<file path="config.mk">
export PLATFORM = sky130hd
export DESIGN_NAME = archive_toc_record_parser_unit_flat
export DESIGN_NICKNAME = d
export VERILOG_FILES = /design/src/rtl/atp_pkg.sv /design/src/rtl/atp_if.sv /design/src/rtl/atp_cfg_regs.sv /design/src/rtl/atp_parser.sv /design/src/rtl/atp_out_stage.sv /design/src/rtl/archive_toc_record_parser_unit.sv /design/src/flat_wrapper.sv
export SDC_FILE = /design/constraint.sdc
export NUM_CORES = 1
export LEC_CHECK = 0
export BUFFER_PORTS_ARGS = -buffer_cell sky130_fd_sc_hd__buf_2
export CAP_MARGIN = 20
export CORE_MARGIN = 4
export CORE_UTILIZATION = 41
export DETAILED_ROUTE_END_ITERATION = 16
export GPL_TIMING_DRIVEN = 1
export PLACE_DENSITY = 0.58
export SLEW_MARGIN = 20
export SYNTH_ARGS = -nofsm -noshare
export SYNTH_HDL_FRONTEND = slang
export SYNTH_SLANG_ARGS = --single-unit
</file>
<file path="constraint.sdc">
create_clock -name clk -period 8.53 [get_ports clk]
set_clock_uncertainty 0.15 [all_clocks]
set_input_delay 0.853 -clock clk [delete_from_list [all_inputs] [get_ports clk]]
set_output_delay 0.853 -clock clk [all_outputs]
set_load 0.01 [all_outputs]
</file>
<file path="src/rtl/atp_pkg.sv">
`default_nettype none
// ----------------------------------------------------------------------------
// atp_pkg
// Types and constants shared by the table-of-contents record parser.
// ----------------------------------------------------------------------------
package atp_pkg;

    localparam int unsigned HEADER_BYTES = 18;
    localparam logic [15:0] MAX_RECORD_SIZE_RESET = 16'd1024;

    localparam int unsigned CFG_ADDR_W = 3;

    typedef enum logic [0:0] {
        REG_TOC_LENGTH      = 1'b0,
        REG_MAX_RECORD_SIZE = 1'b1
    } reg_index_t;

    typedef enum logic [1:0] {
        KIND_HEADER   = 2'd0,
        KIND_NAME     = 2'd1,
        KIND_BAD_SIZE = 2'd2
    } kind_t;

    typedef struct packed {
        logic [31:0] toc_length;
        logic [15:0] max_record_size;
    } cfg_t;

    typedef struct packed {
        kind_t       kind;
        logic [31:0] item_position;
        logic [31:0] packed_size;
        logic [31:0] unpacked_size;
        logic [7:0]  compress_flag;
        logic [7:0]  type_code;
        logic [7:0]  name_byte;
        logic        record_last;
        logic        table_end;
    } res_t;

endpackage
`default_nettype wire

</file>
<file path="src/rtl/atp_if.sv">
`default_nettype none
// ----------------------------------------------------------------------------
// atp_byte_if / atp_rec_if
// Valid/ready channels for stream bytes and parsed record results.
// ----------------------------------------------------------------------------
interface atp_byte_if;
    logic       valid;
    logic       ready;
    logic [7:0] toc_byte;

    modport source (output valid, output toc_byte, input ready);
    modport sink   (input valid, input toc_byte, output ready);
endinterface

interface atp_rec_if;
    logic        valid;
    logic        ready;
    logic [1:0]  kind;
    logic [31:0] item_position;
    logic [31:0] packed_size;
    logic [31:0] unpacked_size;
    logic [7:0]  compress_flag;
    logic [7:0]  type_code;
    logic [7:0]  name_byte;
    logic        record_last;
    logic        table_end;

    modport source (
        output valid, output kind, output item_position, output packed_size,
        output unpacked_size, output compress_flag, output type_code,
        output name_byte, output record_last, output table_end,
        input ready
    );
    modport sink (
        input valid, input kind, input item_position, input packed_size,
        input unpacked_size, input compress_flag, input type_code,
        input name_byte, input record_last, input table_end,
        output ready
    );
endinterface
`default_nettype wire

</file>
<file path="src/rtl/atp_cfg_regs.sv">
`default_nettype none
// ----------------------------------------------------------------------------
// atp_cfg_regs
// APB register file: table length and largest valid record size.
// ----------------------------------------------------------------------------
module atp_cfg_regs
    import atp_pkg::*;
(
    input  wire logic                  clk,
    input  wire logic                  rst_n,
    input  wire logic                  psel,
    input  wire logic                  penable,
    input  wire logic                  pwrite,
    input  wire logic [CFG_ADDR_W-1:0] paddr,
    input  wire logic [31:0]           pwdata,
    output logic      [31:0]           prdata,
    output logic                       pready,
    output cfg_t                       cfg
);

    cfg_t       cfg_reg;
    cfg_t       cfg_next;
    reg_index_t sel;
    logic       wr_en;

    assign pready = 1'b1;
    assign sel    = reg_index_t'(paddr[2]);
    assign wr_en  = psel && penable && pwrite && pready;

    always_comb
    begin
        cfg_next = cfg_reg;
        if (wr_en)
        begin
            unique case (sel)
                REG_TOC_LENGTH:      cfg_next.toc_length      = pwdata;
                REG_MAX_RECORD_SIZE: cfg_next.max_record_size = pwdata[15:0];
                default:             cfg_next = cfg_reg;
            endcase
        end
    end

    always_comb
    begin
        unique case (sel)
            REG_TOC_LENGTH:      prdata = cfg_reg.toc_length;
            REG_MAX_RECORD_SIZE: prdata = {16'd0, cfg_reg.max_record_size};
            default:             prdata = 32'd0;
        endcase
    end

    always_ff @(posedge clk or negedge rst_n)
    begin
        if (!rst_n)
        begin
            cfg_reg.toc_length      <= 32'd0;
            cfg_reg.max_record_size <= MAX_RECORD_SIZE_RESET;
        end
        else
        begin
            cfg_reg <= cfg_next;
        end
    end

    assign cfg = cfg_reg;

endmodule
`default_nettype wire

</file>
<file path="src/rtl/atp_parser.sv">
`default_nettype none
// ----------------------------------------------------------------------------
// atp_parser
// Record state machine: assembles size and header words, counts name bytes,
// tracks consumed bytes; produces at most one result per accepted beat.
// ----------------------------------------------------------------------------
module atp_parser
    import atp_pkg::*;
(
    input  wire logic       clk,
    input  wire logic       rst_n,
    input  wire logic       fire,
    input  wire logic [7:0] toc_byte,
    input  wire cfg_t       cfg,
    output logic            res_valid,
    output res_t            res
);

    typedef enum logic [1:0] {
        PH_SIZE   = 2'd0,
        PH_HEADER = 2'd1,
        PH_NAME   = 2'd2
    } phase_t;

    phase_t      phase_reg,     phase_next;
    logic [3:0]  idx_reg,       idx_next;
    logic [23:0] shift_reg,     shift_next;
    logic [15:0] size_reg,      size_next;
    logic [31:0] pos_reg,       pos_next;
    logic [31:0] packed_reg,    packed_next;
    logic [31:0] unpacked_reg,  unpacked_next;
    logic [7:0]  flag_reg,      flag_next;
    logic [15:0] remain_reg,    remain_next;
    logic [32:0] consumed_reg,  consumed_next;

    logic [31:0] word;
    logic [15:0] hdr_remain;
    logic [15:0] name_remain;
    logic        table_done;
    logic        bad_size;

    assign word        = {shift_reg, toc_byte};
    assign hdr_remain  = size_reg - 16'(HEADER_BYTES);
    assign name_remain = remain_reg - 16'd1;
    assign table_done  = consumed_reg >= {1'b0, cfg.toc_length};
    assign bad_size    = (word < 32'(HEADER_BYTES))
                      || (word > {16'd0, cfg.max_record_size});

    always_comb
    begin
        phase_next    = phase_reg;
        idx_next      = idx_reg;
        shift_next    = shift_reg;
        size_next     = size_reg;
        pos_next      = pos_reg;
        packed_next   = packed_reg;
        unpacked_next = unpacked_reg;
        flag_next     = flag_reg;
        remain_next   = remain_reg;
        consumed_next = consumed_reg;
        res_valid     = 1'b0;
        res           = '0;
        res.kind      = KIND_HEADER;

        unique case (phase_reg)
            PH_HEADER:
            begin
                if (idx_reg < 4'd12)
                begin
                    shift_next = word[23:0];
                    if (idx_reg == 4'd3)  pos_next      = word;
                    if (idx_reg == 4'd7)  packed_next   = word;
                    if (idx_reg == 4'd11) unpacked_next = word;
                    idx_next = idx_reg + 4'd1;
                end
                else if (idx_reg == 4'd12)
                begin
                    flag_next = toc_byte;
                    idx_next  = 4'd13;
                end
                else
                begin
                    remain_next       = hdr_remain;
                    idx_next          = 4'd0;
                    shift_next        = 24'd0;
                    res_valid         = 1'b1;
                    res.kind          = KIND_HEADER;
                    res.item_position = pos_reg;
                    res.packed_size   = packed_reg;
                    res.unpacked_size = unpacked_reg;
                    res.compress_flag = flag_reg;
                    res.type_code     = toc_byte;
                    if (hdr_remain == 16'd0)
                    begin
                        consumed_next   = consumed_reg + {17'd0, size_reg};
                        phase_next      = PH_SIZE;
                        res.record_last = 1'b1;
                    end
                    else
                    begin
                        phase_next = PH_NAME;
                    end
                end
            end
            PH_NAME:
            begin
                remain_next   = name_remain;
                res_valid     = 1'b1;
                res.kind      = KIND_NAME;
                res.name_byte = toc_byte;
                if (name_remain == 16'd0)
                begin
                    consumed_next   = consumed_reg + {17'd0, size_reg};
                    phase_next      = PH_SIZE;
                    idx_next        = 4'd0;
                    shift_next      = 24'd0;
                    res.record_last = 1'b1;
                end
            end
            default:
            begin
                phase_next = PH_SIZE;
                if (!(idx_reg == 4'd0 && table_done))
                begin
                    shift_next = word[23:0];
                    if (idx_reg < 4'd3)
                    begin
                        idx_next = idx_reg + 4'd1;
                    end
                    else
                    begin
                        idx_next   = 4'd0;
                        shift_next = 24'd0;
                        if (bad_size)
                        begin
                            consumed_next   = consumed_reg + 33'd4;
                            res_valid       = 1'b1;
                            res.kind        = KIND_BAD_SIZE;
                            res.record_last = 1'b1;
                        end
                        else
                        begin
                            size_next  = word[15:0];
                            phase_next = PH_HEADER;
                        end
                    end
                end
            end
        endcase

        res.table_end = consumed_next >= {1'b0, cfg.toc_length};
    end

    always_ff @(posedge clk or negedge rst_n)
    begin
        if (!rst_n)
        begin
            phase_reg    <= PH_SIZE;
            idx_reg      <= 4'd0;
            shift_reg    <= 24'd0;
            size_reg     <= 16'd0;
            pos_reg      <= 32'd0;
            packed_reg   <= 32'd0;
            unpacked_reg <= 32'd0;
            flag_reg     <= 8'd0;
            remain_reg   <= 16'd0;
            consumed_reg <= 33'd0;
        end
        else if (fire)
        begin
            phase_reg    <= phase_next;
            idx_reg      <= idx_next;
            shift_reg    <= shift_next;
            size_reg     <= size_next;
            pos_reg      <= pos_next;
            packed_reg   <= packed_next;
            unpacked_reg <= unpacked_next;
            flag_reg     <= flag_next;
            remain_reg   <= remain_next;
            consumed_reg <= consumed_next;
        end
    end

endmodule
`default_nettype wire

</file>
<file path="src/rtl/atp_out_stage.sv">
`default_nettype none
// ----------------------------------------------------------------------------
// atp_out_stage
// Result register; takes a new result whenever empty or being drained.
// ----------------------------------------------------------------------------
module atp_out_stage
    import atp_pkg::*;
(
    input  wire logic      clk,
    input  wire logic      rst_n,
    input  wire logic      fire,
    input  wire logic      res_valid,
    input  wire res_t      res,
    output logic           take_ok,
    atp_rec_if.source      rec_out
);

    logic valid_reg, valid_next;
    res_t data_reg;

    assign take_ok    = !valid_reg || rec_out.ready;
    assign valid_next = take_ok ? (fire && res_valid) : valid_reg;

    always_ff @(posedge clk or negedge rst_n)
    begin
        if (!rst_n)
        begin
            valid_reg <= 1'b0;
        end
        else
        begin
            valid_reg <= valid_next;
        end
    end

    always_ff @(posedge clk)
    begin
        if (take_ok && fire && res_valid)
        begin
            data_reg <= res;
        end
    end

    assign rec_out.valid         = valid_reg;
    assign rec_out.kind          = data_reg.kind;
    assign rec_out.item_position = data_reg.item_position;
    assign rec_out.packed_size   = data_reg.packed_size;
    assign rec_out.unpacked_size = data_reg.unpacked_size;
    assign rec_out.compress_flag = data_reg.compress_flag;
    assign rec_out.type_code     = data_reg.type_code;
    assign rec_out.name_byte     = data_reg.name_byte;
    assign rec_out.record_last   = data_reg.record_last;
    assign rec_out.table_end     = data_reg.table_end;

endmodule
`default_nettype wire

</file>
<file path="src/rtl/archive_toc_record_parser_unit.sv">
`default_nettype none
// ----------------------------------------------------------------------------
// archive_toc_record_parser_unit
// Table-of-contents record parser, one stream byte per beat.
// ----------------------------------------------------------------------------
// Takes one byte per clock cycle when not stalled, with no bubbles between records.
// Each accepted byte updates the record state machine in the cycle it is
// taken; a byte that yields a result (header, name byte, bad size) shows up on
// rec_out in the next cycle from the result register. byte_in stalls only while
// that register holds a result the consumer has not taken. Size bytes (but a
// bad size's last), header bytes before the type byte and bytes past the table
// end yield no result. Registers (toc_length at 0x0, max_record_size at 0x4)
// must be written only while the stream is idle (a user rule, not enforced).
module archive_toc_record_parser_unit
    import atp_pkg::*;
(
    input  wire logic                  clk,
    input  wire logic                  rst_n,
    atp_byte_if.sink                   byte_in,
    atp_rec_if.source                  rec_out,
    input  wire logic                  psel,
    input  wire logic                  penable,
    input  wire logic                  pwrite,
    input  wire logic [CFG_ADDR_W-1:0] paddr,
    input  wire logic [31:0]           pwdata,
    output logic      [31:0]           prdata,
    output logic                       pready
);

    cfg_t cfg;
    res_t res;
    logic res_valid;
    logic take_ok;
    logic fire;

    assign byte_in.ready = take_ok;
    assign fire          = byte_in.valid && take_ok;

    atp_cfg_regs u_cfg (
        .clk     (clk),
        .rst_n   (rst_n),
        .psel    (psel),
        .penable (penable),
        .pwrite  (pwrite),
        .paddr   (paddr),
        .pwdata  (pwdata),
        .prdata  (prdata),
        .pready  (pready),
        .cfg     (cfg)
    );

    atp_parser u_parser (
        .clk       (clk),
        .rst_n     (rst_n),
        .fire      (fire),
        .toc_byte  (byte_in.toc_byte),
        .cfg       (cfg),
        .res_valid (res_valid),
        .res       (res)
    );

    atp_out_stage u_out (
        .clk       (clk),
        .rst_n     (rst_n),
        .fire      (fire),
        .res_valid (res_valid),
        .res       (res),
        .take_ok   (take_ok),
        .rec_out   (rec_out)
    );

endmodule
`default_nettype wire

</file>
<file path="src/flat_wrapper.sv">
// flat-port wrapper written by rule: the top's interface ports become plain ports
module archive_toc_record_parser_unit_flat import atp_pkg::*;
  (clk, rst_n, psel, penable, pwrite, paddr, pwdata, prdata, pready, byte_in_valid, byte_in_toc_byte, byte_in_ready, rec_out_valid, rec_out_kind, rec_out_item_position, rec_out_packed_size, rec_out_unpacked_size, rec_out_compress_flag, rec_out_type_code, rec_out_name_byte, rec_out_record_last, rec_out_table_end, rec_out_ready);
  atp_byte_if byte_in_i ();
  atp_rec_if rec_out_i ();
  input  wire logic clk;
  input  wire logic rst_n;
  input  wire logic psel;
  input  wire logic penable;
  input  wire logic pwrite;
  input  wire logic [CFG_ADDR_W-1:0] paddr;
  input  wire logic [31:0] pwdata;
  output logic      [31:0] prdata;
  output logic pready;
  input wire logic [$bits(byte_in_i.valid)-1:0] byte_in_valid;
  input wire logic [$bits(byte_in_i.toc_byte)-1:0] byte_in_toc_byte;
  output wire logic [$bits(byte_in_i.ready)-1:0] byte_in_ready;
  output wire logic [$bits(rec_out_i.valid)-1:0] rec_out_valid;
  output wire logic [$bits(rec_out_i.kind)-1:0] rec_out_kind;
  output wire logic [$bits(rec_out_i.item_position)-1:0] rec_out_item_position;
  output wire logic [$bits(rec_out_i.packed_size)-1:0] rec_out_packed_size;
  output wire logic [$bits(rec_out_i.unpacked_size)-1:0] rec_out_unpacked_size;
  output wire logic [$bits(rec_out_i.compress_flag)-1:0] rec_out_compress_flag;
  output wire logic [$bits(rec_out_i.type_code)-1:0] rec_out_type_code;
  output wire logic [$bits(rec_out_i.name_byte)-1:0] rec_out_name_byte;
  output wire logic [$bits(rec_out_i.record_last)-1:0] rec_out_record_last;
  output wire logic [$bits(rec_out_i.table_end)-1:0] rec_out_table_end;
  input wire logic [$bits(rec_out_i.ready)-1:0] rec_out_ready;
  assign byte_in_i.valid = byte_in_valid;
  assign byte_in_i.toc_byte = byte_in_toc_byte;
  assign byte_in_ready = byte_in_i.ready;
  assign rec_out_valid = rec_out_i.valid;
  assign rec_out_kind = rec_out_i.kind;
  assign rec_out_item_position = rec_out_i.item_position;
  assign rec_out_packed_size = rec_out_i.packed_size;
  assign rec_out_unpacked_size = rec_out_i.unpacked_size;
  assign rec_out_compress_flag = rec_out_i.compress_flag;
  assign rec_out_type_code = rec_out_i.type_code;
  assign rec_out_name_byte = rec_out_i.name_byte;
  assign rec_out_record_last = rec_out_i.record_last;
  assign rec_out_table_end = rec_out_i.table_end;
  assign rec_out_i.ready = rec_out_ready;
  archive_toc_record_parser_unit u_core (.clk(clk), .rst_n(rst_n), .byte_in(byte_in_i), .rec_out(rec_out_i), .psel(psel), .penable(penable), .pwrite(pwrite), .paddr(paddr), .pwdata(pwdata), .prdata(prdata), .pready(pready));
endmodule
</file>
* After elaboration in Yosys (flattened, before gate mapping)
Cells that the tools add are included.
** Operators by class
- Eq/ne operators :: 11
- Add/sub/neg operators :: 5
- Reductions and logical operators :: 27
- Magnitude comparators :: 6
- Bitwise gates (word level) :: 7
- Multiplexer cells :: 47
** Operators with widths (number)
- $mux 33 :: 7
- $mux 24 :: 5
- $ge 33x32->1 :: 2
- $pmux 33 s2 :: 1
- $pmux 32 s2 :: 1
- $pmux 24 s2 :: 1
- $add 33x16->33 :: 1
- $add 33x3->33 const B :: 1
- $gt 32x16->1 :: 1
- $logic_not 16->1 :: 2
- $lt 32x5->1 const B :: 1
- $mux 16 :: 2
- $pmux 16 s2 :: 1
- $reduce_and 4->1 :: 7
- $mux 4 :: 5
- $sub 16x1->16 const B :: 1
- $sub 16x5->16 const B :: 1
- $mux 2 :: 7
- $mux 1 :: 12
- $eq 4x4->1 const B :: 2
- $pmux 2 s2 :: 2
- $pmux 4 s2 :: 1
- $logic_and 1x1->1 :: 7
- $not 1->1 :: 7
- 20 further kinds :: 25
** Storage, ports and cells
- Output and inout bits :: 159
- Input bits :: 50
- Word-level logic and storage cells :: 125
- Register bits :: 372

* Depth between registers and ports, before layout
Gate-level depths: netlist of the first run.
- Word-level depth :: 7
- Gate-level depth with buffers :: 23
- Mapped depth without buffers :: 22

* Modules after synthesis
Synthesis of the first run repeated with hierarchy kept, for this count alone.
** Second synthesis, totals
- Cells, all modules :: 1870
- Area total of the unflattened synthesis :: 20429.6 sq um
** By module, submodules not included
- atp_parser :: cells an instance 1600, area each 14377.5 sq um, instances 1, seq. area each 4979.8 sq um
- atp_out_stage :: cells an instance 129, area each 3783.6 sq um, instances 1, seq. area each 3748.6 sq um
- atp_cfg_regs :: cells an instance 140, area each 2262.2 sq um, instances 1, seq. area each 1202.4 sq um
- archive_toc_record_parser_unit :: cells an instance 1, area each 6.3 sq um, instances 1, seq. area each 0.0 sq um

* Worst setup path before layout of the first run
No wires, ideal clock.
- Kind :: input -> register
- From :: input port byte_in_toc_byte[1]
- To :: register u_core.u_out.data_reg, in the netlist u_core.u_out.rec_out.compress_flag[0] (enable)
- Arrival :: 7940 ps
- Cell stages on the path :: 11
- Slack :: -170 ps
- Data required time :: 7770 ps
- Setup time :: 610 ps
- Buffers on the path :: 1
- Path through :: ha_1 nor2b_1 o211ai_1 a2111o_1 a21boi_0 or3_1 o2111ai_1 inv_1 clkbuf_1 nor2_1 nor2_1
** On the way
- Longest elaborated chain between the ends :: 7
- Elaborated cells between the ends (all ways) :: 8
- Classes of those cells :: 2 x order compare; 4 x mux; 2 x reduce/logical
** RTL lines
- start, declared :: line flat_wrapper.sv:16 : input wire logic [$bits(byte_in_i.toc_byte)-1:0] byte_in_toc_byte;
- $lt 32x5->1 or $gt 32x16->1 (tied branches) :: line atp_parser.sv:46, atp_parser.sv:47
- $logic_or 1x1->1 * :: line atp_parser.sv:47 : || (word > {16'd0, cfg.max_record_size});
- $mux 1 * :: line atp_parser.sv:134 : if (bad_size)
- $mux 1 * :: line atp_parser.sv:126 : if (idx_reg < 4'd3)
- $mux 1 * :: line atp_parser.sv:123 : if (!(idx_reg == 4'd0 && table_done))
- $pmux 1 s2 * :: line atp_parser.sv:65 : unique case (phase_reg)
- $logic_and 1x1->1 * :: line atp_out_stage.sv:38 : if (take_ok && fire && res_valid)
- end signal, assigned :: line atp_out_stage.sv:40 : data_reg <= res;
- end, declared :: line atp_out_stage.sv:19 : res_t data_reg;
Mark *: on every way between the ends. The rest lies on a longest branch, timed or not.
A chain may end at the register's enable or synchronous reset.

==> results of run 1 <==
synthesized netlist by cell type, types with 39 or more instances:
library cell | count | area [um^2]
clkbuf_1 | 101 | 379
and3_1 | 125 | 782
a21oi_1 | 97 | 485
nor2_1 | 86 | 323
o21ai_0 | 90 | 450
dfrtp_1 | 247 | 6180
nand3_1 | 46 | 230
ha_1 | 104 | 1300
inv_1 | 80 | 300
nand2_1 | 174 | 653
mux2_2 | 168 | 1890
edfxtp_1 | 124 | 3720
nand4_1 | 39 | 244
worst max-delay path by stage:
stage,startpoint,endpoint,slack [ps]
finish,u_core.u_parser.remain_reg[0],u_core.u_out.rec_out.table_end,2170
global route,u_core.u_parser.remain_reg[1],u_core.u_out.rec_out.table_end,1810
CTS,u_core.u_parser.remain_reg[0],u_core.u_out.rec_out.table_end,2200
detailed placement,byte_in_toc_byte[0],u_core.u_out.rec_out.table_end,2070
global placement,byte_in_toc_byte[0],u_core.u_out.rec_out.table_end,2040
floorplan,byte_in_toc_byte[1],u_core.u_out.rec_out.compress_flag[0],1930
per-stage QoR:
| stage | setup WS (ps) | hold WS (ps) | cells | total power (W) | instance area, um^2 |
|---|---|---|---|---|---|
| 5_1_grt | 1810 | 283 | 2750 | 0.00712 | 23200 |
| 2_1_floorplan | 1930 | 292 | 1901 | 0.00409 | 20200 |
| 4_1_cts | 2200 | 248 | 2749 | 0.00674 | 23200 |
| 6_report | 2170 | 211 | 2750 | 0.00669 | 23200 |
| 3_3_place_gp | 2040 | 304 | 2672 | 0.00482 | 21800 |
| 3_5_place_dp | 2070 | 317 | 2672 | 0.00489 | 21800 |
layout make-up:
| class | count | area, um^2 |
|---|---|---|
| inverter | 80 | 300 |
| timing repair buffer | 226 | 1240 |
| multi-input combinational | 1331 | 9520 |
| clock inverter | 21 | 262 |
| tap | 664 | 831 |
| clock buffer | 56 | 1120 |
| sequential | 372 | 9930 |
| fill | 4569 | 25600 |
cells by family after synthesis:
kind of cell    after synthesis
other cells                   1
mux                         175
fa+ha+maj                   105
buf+inv                     198
compound gates              421
xor+xnor                     31
simple gates                598
flops                       372
worst max-delay path, delay by kind of cell, from the launching register on:
| family | cells | cell delay [ps] |
|---|---|---|
| AOI/OAI and AO/OA | 9 | 2100 |
| xor gates and xnor gates | 1 | 170 |
| adders and majority gates | 2 | 640 |
| buffers and inverters | 1 | 120 |
| DFF | 1 | 440 |
| and+or+nand+nor | 7 | 2460 |
metal layers:
layer / part of all wire, % / vias up / wire length, um / track usage (%)
met5: 0 / - / 0 / 0
met3: 5.5 / 88 / 3150 / 3.05
li1: - / 7342 / - / -
met2: 46 / 497 / 26500 / 34.3
met4: 2.4 / 0 / 1370 / 5.67
met1: 46 / 7796 / 26100 / 30.2
power breakdown:
group | internal (W) | switching [W] | total, W
combinational | 0.000837 | 0.00122 | 0.00206
sequential | 0.00234 | 0.000476 | 0.00281
clock | 0.00106 | 0.000763 | 0.00182
total | 0.00423 | 0.00246 | 0.00669
==> run metrics, run 1 <==
Resize count post-CTS=0; worst r2r dst=u_core.u_out.rec_out.table_end; leak pwr=10.7 nW; final net count=2,208; crit path launch type=register; CTS Buf Count=42; Worst Tran Pin Value=1060 ps; CP max stage delay=620 ps; Die W=230 um; row count=81; Most used DFF post-synth=dfrtp_1; Port Buffers=205; Post-Route WL=57.2 mm; Net Count, Synth=2,056; Required @ worst endpoint=8670 ps; slowest CP cell=or2_1; Final ANT Viol Nets=0; EDFF count, synth=124; Fin. Hold Viols=0; Seq cells post-synth=372; unrepaired setup endpoints after global routing=false; Post-Syn Area=20,200 um^2; Vias/cell=5.72; cell repeated most along the worst path=ha_1; I/O Pins=209; Min-Delay Path Class=input pin to async pin; min cycle time layout=6360 ps; Largest register FFs=48; multiplexer area fraction after synthesis=9.71%; Ys Warns=0; H-tree levels=2; Reg clk slew, reported paths=60 ps; ant diodes=0; Post-Synth Adder-Cell Area=6.54%; fin crit share=74.6%; Area Growth Syn to Fin=14.9%; FF-to-FF setup slack=2170 ps; PD cells=288 nW/um^2; Worst R2R Path Depth=20; Fmax achieved=157 MHz; Final setup viols=0; worst path arrival time=6510 ps; Mean Syn Cell Area=10.6 um^2; Critical Setup Path Class=register to register; number of post-CTS setup repair buffers=0; Reg2Reg Launch Point=u_core.u_parser.remain_reg[0]; DRC=0; Async SR Flop Fraction=66.7%; initial antenna violation count=0; Final Max Tran Viols=0; GPL Wtd Cong=0.860; Post-Synthesis Cells=1,901; drt pass-1 iters=5; DR vias=15,700; GR Overflow Total=0; headroom to the max-slew limit=29.6%; Max clock buf depth=3; DP HPWL=39.5 mm; VDD IR-drop max=0.130 mV; crit-path max FO=15; Layout Utilization=47.5%; vias in the first global route=15,200; sequential area share after synthesis=49.2%; CTS tree=done; clk sinks=372; root buffer selected by CTS=clkbuf_16; area of the core=48,800 um^2; largest net degree at the start of global routing=139; DRT iter0 DRCs=1,117; Synth Area in Compound Gates=14.0%; CP Cell Sequence=inv_1, ha_1, or4b_1, xnor2_1, o31ai_1, nand4b_1, nor4_2, or2_1, nand2_1, a32oi_1, and2_1, ha_1, nand3_1, o21bai_1, a21oi_1, a211oi_1, o221ai_1, a221oi_1, o21ai_0, a221o_1; crit end category=register; DR WL/cell=20.8 um; total track usage=21.3%; Distinct cells, synth=90; Worst-Skew Late Latency=590 ps; die area=52,900 um^2; hold-fix buffers at CTS=0; xor and xnor area share after synthesis=1.34%; TNS Setup=0 ps; main combinational cell family by area after synthesis=simple AND/OR/NAND/NOR gates; Die Ht=230 um; leading cell type in the layout, fill and taps excluded=dfrtp_1; status=complete, no violations; share of layout cells above drive strength 1=23.3%; number of max-cap violations=0; initial core utilization=41.4%; first-pass GRT wire length=89.4 mm; most frequent cells in the layout=dfrtp_1 (247), buf_2 (204), nand2_1 (174), mux2_2 (168); simple-gate share of the synthesized area=15.3%
Note: power is estimated with default switching activity, not from simulation.
==> run 2, diff against run 1 <==
Settings changed: ABC_AREA set to 1.
Clock period 8.53 ns to 5.5 ns, I/O delays scaled along.
==> run 2 against run 1 <==
Net effect: critical path depth increased by 9; critical endpoint unchanged; synthesized cell count increased by 33%; fmax increased by 28%; largest cell class unchanged.
==> run metrics, run 2 <==
ant diodes=0 (unchanged); row count=81 (unchanged); H-tree levels=2 (unchanged); crit end category=register; status=complete, no violations; Reg clk slew, reported paths=70 ps (about the same); share of the synthesized area in the top cell type=30.3% (-0.26 points); Post-Synthesis Cells=2,528 (+33%); Area Growth Syn to Fin=16.1%; Switching Share=36.6% (-0.17 points); Worst-Skew Late Latency=570 ps (-20 ps); most common library cells after synthesis=nand2_1 (577), inv_1 (348), nor2_1 (294); EDFF count, synth=124 (unchanged); sequential area share after synthesis=48.7% (-0.42 points); CTS tree=done; total track usage=21.9% (+0.69 points); FF/Latch Area=9930 um^2 (unchanged); most frequent cells in the layout=nand2_1 (576), inv_1 (347), nor2_1 (291), dfrtp_1 (247), o21ai_0 (245); min cycle time layout=4990 ps (-1370 ps); share of layout cells above drive strength 1=13.5% (-9.7 points); number of fill cells=4,852 (+6.2%); leading cell type in the layout, fill and taps excluded=nand2_1; crit path launch type=register; Required @ worst endpoint=5670 ps (-3000 ps); crit-path max FO=7 (-8); TNS Setup=0 ps (unchanged); Post-Layout Cell Count=3,417 (+24%); I/O Pins=209 (unchanged); DRT iter0 DRCs=1,206 (+8.0%); area of the core=49,100 um^2 (+0.41%); Final ANT Viol Nets=0 (unchanged); final net count=2,874 (+30%); root buffer selected by CTS=clkbuf_16; Hold WS=67.5 ps (-144 ps); DR WL/cell=17.2 um (-17%); drt pass-1 iters=5 (unchanged); leak pwr=11.6 nW (+8.5%); Die Ht=231 um (+0.42%); placed cells=3,338 (+25%); Seq cells post-synth=372 (unchanged); Max clock buf depth=3 (unchanged); Post-Syn Area=20,400 um^2 (+0.86%); GR Overflow Total=0 (unchanged); Worst Tran Pin Value=994 ps (-61.7 ps); sw power=0.00348 W (+41%); Die W=231 um (+0.42%); slowest CP cell=dfrtp_1; DR vias=17,300 (+10%); first-pass GRT wire length=93.4 mm (+4.5%); fin crit share=90.7% (+16 points); vias in the first global route=16,900 (+11%); VDD IR-drop max=0.220 mV (+70%); combinational share of power=28.3% (-2.4 points); Fmax achieved=200 MHz (+28%); Port Buffers=205 (unchanged); CP max stage delay=450 ps (-170 ps); Mean Syn Cell Area=8.06 um^2 (-24%); PD cells=402 nW/um^2 (+39%); headroom to the max-slew limit=33.7% (+4.1 points); initial antenna violation count=0 (unchanged); unrepaired setup endpoints after global routing=false; synth top area cells=dfrtp_1 (30%), edfxtp_1 (18%), nand2_1 (11%); Critical Setup Path Class=register to register; largest net degree at the start of global routing=110 (-21%); Final setup viols=0 (unchanged); Internal=0.00603 W (+42%); Final Max Tran Viols=0 (unchanged); Distinct cells, synth=54 (-40%); Most used DFF post-synth=dfrtp_1; Net Count, Synth=2,683 (+30%); Largest register FFs=48 (unchanged); Vias/cell=5.07 (-11%); Clock power frac=30.7% (+3.5 points); DP HPWL=43.2 mm (+9.2%); Min-Delay Path Class=input pin to register; Async SR Flop Fraction=66.7% (unchanged); post-synth top area cell=dfrtp_1; Fin. Hold Viols=0 (unchanged); Ys Warns=0 (unchanged); Post-Route WL=58.9 mm (+3.0%); clk sinks=372 (unchanged); worst path arrival time=5160 ps (-1350 ps); GPL Wtd Cong=0.881 (+2.5%); number of max-cap violations=0 (unchanged); CTS Buf Count=42 (unchanged); cell repeated most along the worst path=nand2_1; number of post-CTS setup repair buffers=0 (unchanged); initial core utilization=41.5% (+0.18 points); area of the multi-input gates=8710 um^2 (-8.4%); DRC=0 (unchanged); die area=53,300 um^2 (+0.83%); Layout Utilization=48.2% (+0.74 points); Seq pwr share=41.0% (-1.0 points); count leader, synth=nand2_1
run 2: cell types whose count changed in the layout (fill, tap and decap cells not counted), sizes merged, moves of 115 or more:
cell   change
nand3    +115
nor2     +219
inv      +273
o21ai    +167
and3     -124
mux2     -168
nand2    +412
run 2: cell families after synthesis:
group	count (synthesis)	synth area share [%]
XOR/XNOR	17	0.731
other	1	0.0184
adder cells (fa/ha/maj)	105	6.48
flip-flops	372	48.7
buffers and inverters	453	8.75
AND/OR/NAND/NOR	1153	24.1
AO/OA/AOI/OAI	427	11.1
run 2: repair_timing:
item | in CTS | in global routing
hold endpoints to repair | 107 | 0
gates resized for setup | 0 | 0
hold buffers | 1 | 0
endpoints found under the setup margin | 0 | 0
run 2: worst max-delay path: cells and delay by family (launching register included):
| family | cells | cell delay (ps) |
|---|---|---|
| AND/OR/NAND/NOR | 17 | 2140 |
| AO/OA/AOI/OAI | 8 | 1200 |
| adder cells (fa/ha/maj) | 2 | 550 |
| flip-flops | 1 | 450 |
| buffers and inverters | 2 | 250 |
run 2: path summary, 6_finish.rpt:
path | from | to | slack (ps) | cells after the start
max | u_core.u_parser.size_reg[1] | u_core.u_out.rec_out.table_end | 510 | 29
min | pwdata[10] | u_core.u_cfg.cfg[10] | 70 | 3
max reg2reg | u_core.u_parser.size_reg[1] | u_core.u_out.rec_out.table_end | 510 | 29
min reg2reg | u_core.u_cfg.cfg[17] | u_core.u_cfg.cfg[17] | 340 | 2
max in group asynchronous | rst_n | u_core.u_parser.consumed_reg[18] | 3580 | 3
min in group asynchronous | rst_n | u_core.u_parser.packed_reg[27] | 480 | 2
run 2: area by class of cell:
cell class / instances / area share [%]
Timing Repair Buffer: 243 / 5.86
Clock inverter: 15 / 0.883
Sequential cell: 372 / 42.0
Tap cell: 664 / 3.51
Inverter: 357 / 5.67
Multi-Input combinational cell: 1703 / 36.8
Clock buffer: 63 / 5.29
run 2: power by group through the flow:
stage	Sequential (W)	Combinational, W	Clock (W)
after global placement	0.00393	0.00262	0
after CTS	0.00389	0.00271	0.00299
after floorplan	0.00375	0.00189	0
final	0.00390	0.00269	0.00292
after global routing	0.00397	0.00310	0.00311
after detailed placement	0.00394	0.00269	0
run 2: metal layers:
layer / track usage, % / vias to the layer above / part of all wire [%]
li1: - / 8577 / -
met1: 30.3 / 8178 / 45
met2: 36.2 / 470 / 47
met3: 2.53 / 91 / 5.1
met4: 7.24 / 0 / 3.0
met5: 0 / - / 0
run 2: per-stage QoR:
step | area [um^2] | power [W] | setup slack, ps
after floorplan | 20400 | 0.00564 | 1220
after global placement | 22200 | 0.00655 | 495
after detailed placement | 22200 | 0.00663 | 492
after CTS | 23700 | 0.00959 | 472
after global routing | 23700 | 0.0102 | 88.1
final | 23700 | 0.00951 | 510
==> run 3, diff against run 2 <==
==> constraint.sdc (replaced) <==
create_clock -name clk -period 5.5 [get_ports clk]
set_clock_uncertainty 0.15 [all_clocks]
set_input_delay 1.1 -clock clk [delete_from_list [all_inputs] [get_ports clk]]
set_output_delay 1.1 -clock clk [all_outputs]
set_load 0.01 [all_outputs]
==> run 3 against run 2 <==
Net effect: clock power decreased by 7.5%; utilization decreased by 0.22 points; final area decreased by 0.47%; die area unchanged; non-clock buffer count increased by 4; routed wire length increased by 0.25%; fmax decreased by 0.35%; highest routed layer unchanged; power decreased by 2.1%; sequential share of layout area increased by 0.20 points; combinational power about the same.
==> run metrics, run 3 (synthesis gave the netlist of run 2 again) <==
H-tree levels=2 (unchanged); Final setup viols=0 (unchanged); worst path arrival time=5180 ps (+20 ps); Port Buffers=205 (unchanged); die area=53,300 um^2 (unchanged); number of post-CTS setup repair buffers=0 (unchanged); Worst-Skew Late Latency=580 ps (about the same); final net count=2,878 (+0.14%); share of layout cells above drive strength 1=13.6% (+0.13 points); Resize count post-CTS=0 (unchanged); Area Growth Syn to Fin=15.6%; row count=81 (unchanged); vias in the first global route=16,700 (-0.88%); crit end category=register; crit path launch type=register; Vias/cell=5.06 (-0.23%); area of the core=49,100 um^2 (unchanged); DR WL/cell=17.3 um (+0.16%); leading cell type in the layout, fill and taps excluded=nand2_1; initial core utilization=41.5% (unchanged); Post-Route WL=59.1 mm (+0.25%); DRC=0 (unchanged); DP HPWL=43.6 mm (+0.90%); number of fill cells=4,868 (+0.33%); min cycle time layout=5010 ps (+17.7 ps); leak pwr=11.6 nW (-0.38%); GR Overflow Total=0 (unchanged); ant diodes=0 (unchanged); first-pass GRT wire length=93.4 mm (about the same); Final Max Tran Viols=0 (unchanged); area of the multi-input gates=8710 um^2 (about the same); Final ANT Viol Nets=0 (unchanged); largest net degree at the start of global routing=110 (unchanged); CTS Buf Count=42 (unchanged); Reg clk slew, reported paths=60 ps (about the same); Layout Utilization=48.0% (-0.22 points); Max clock buf depth=3 (unchanged); DR vias=17,300 (-0.14%); status=complete, no violations; unrepaired setup endpoints after global routing=false; fin crit share=91.1% (+0.32 points); Required @ worst endpoint=5670 ps (about the same); hold-fix buffers at CTS=0 (-1); clk sinks=372 (unchanged); Die Ht=231 um (unchanged); most frequent cells in the layout=nand2_1 (576), inv_1 (347), nor2_1 (291), dfrtp_1 (247), o21ai_0 (245); FF/Latch Area=9930 um^2 (unchanged); I/O Pins=209 (unchanged); VDD IR-drop max=0.216 mV (-1.8%); Largest register FFs=48 (unchanged); total track usage=22.0% (+0.040 points); root buffer selected by CTS=clkbuf_16; TNS Setup=0 ps (unchanged); Fin. Hold Viols=0 (unchanged); number of max-cap violations=0 (unchanged); crit-path max FO=9 (+2); slowest CP cell=dfrtp_1; FF-to-FF setup slack=490 ps (-20 ps); initial antenna violation count=0 (unchanged); CP max stage delay=450 ps (about the same); Min-Delay Path Class=input pin to async pin; Critical Setup Path Class=register to register; Hold WS=316 ps (+249 ps); Worst Tran Pin Value=956 ps (-38.1 ps); headroom to the max-slew limit=36.1% (+2.4 points); Fmax achieved=200 MHz (-0.35%); DRT iter0 DRCs=1,344 (+11%); critical path's top delay family=simple AND/OR/NAND/NOR gates; GPL Wtd Cong=0.878 (-0.31%); PD cells=395 nW/um^2 (-1.7%); drt pass-1 iters=6 (+1); Buf/Inv on CP=3 (+1); Die W=231 um (unchanged); CTS tree=done
run 3: cell types whose count changed in the layout (fill, tap and decap cells not counted), sizes merged:
cell	change
clkbuf	-12
clkinv	+12
buf	+5
bufinv	-3
clkinvlp	+2
dlygate4sd3	-1
run 3: final timing paths:
| path | cells after the start | start | end |
|---|---|---|---|
| worst max register to register | 29 | u_core.u_parser.size_reg[1] | u_core.u_out.rec_out.table_end |
| worst min-delay path | 1 | rst_n | u_core.u_parser.packed_reg[27] |
| worst min register to register | 2 | u_core.u_cfg.cfg[19] | u_core.u_cfg.cfg[19] |
| worst max-delay path | 29 | u_core.u_parser.size_reg[1] | u_core.u_out.rec_out.table_end |
| min in group clk | 2 | u_core.u_cfg.cfg[19] | u_core.u_cfg.cfg[19] |
| max in group asynchronous | 2 | rst_n | u_core.u_parser.consumed_reg[23] |
run 3: metrics by stage:
stage	area [um^2]	power, W	worst slack (ps)	instances
after floorplan	20400	0.00564	665	2528
after global placement	22200	0.00655	346	3343
after detailed placement	22200	0.00664	318	3343
after CTS	23500	0.00939	457	3420
after global routing	23600	0.00997	83.1	3420
final	23600	0.00931	492	3420
run 3: power breakdown:
part           internal [W]  leakage (nW)  total (W)  switching (W)
Combinational      0.000975          7.02    0.00269        0.00171
Clock               0.00151         0.657    0.00270        0.00119
Sequential          0.00332          3.90    0.00391       0.000595
run 3: cell type report:
| type | count | share of cell area (%) |
|---|---|---|
| Tap cell | 664 | 3.53 |
| Inverter | 357 | 5.69 |
| Timing Repair Buffer | 247 | 5.95 |
| Multi-Input combinational cell | 1703 | 37.0 |
| Sequential cell | 372 | 42.2 |
| Clock buffer | 51 | 4.91 |
| Clock inverter | 26 | 0.786 |
run 3: worst register-to-register path, delay by kind of cell (launching register included):
| family | cells | cell delay, ps |
|---|---|---|
| buf+inv | 3 | 480 |
| flops | 1 | 450 |
| fa+ha+maj | 2 | 520 |
| simple gates | 16 | 2060 |
| compound gates | 8 | 1100 |
run 3: routing by layer:
metal  routed length (um)  global-route usage [%]  up-vias
met5                    0                       0        -
met4                 1650                    6.77        0
met3                 3030                    2.91       89
met2                27500                    35.6      459
met1                26800                    30.9     8156
li1                     -                       -     8587
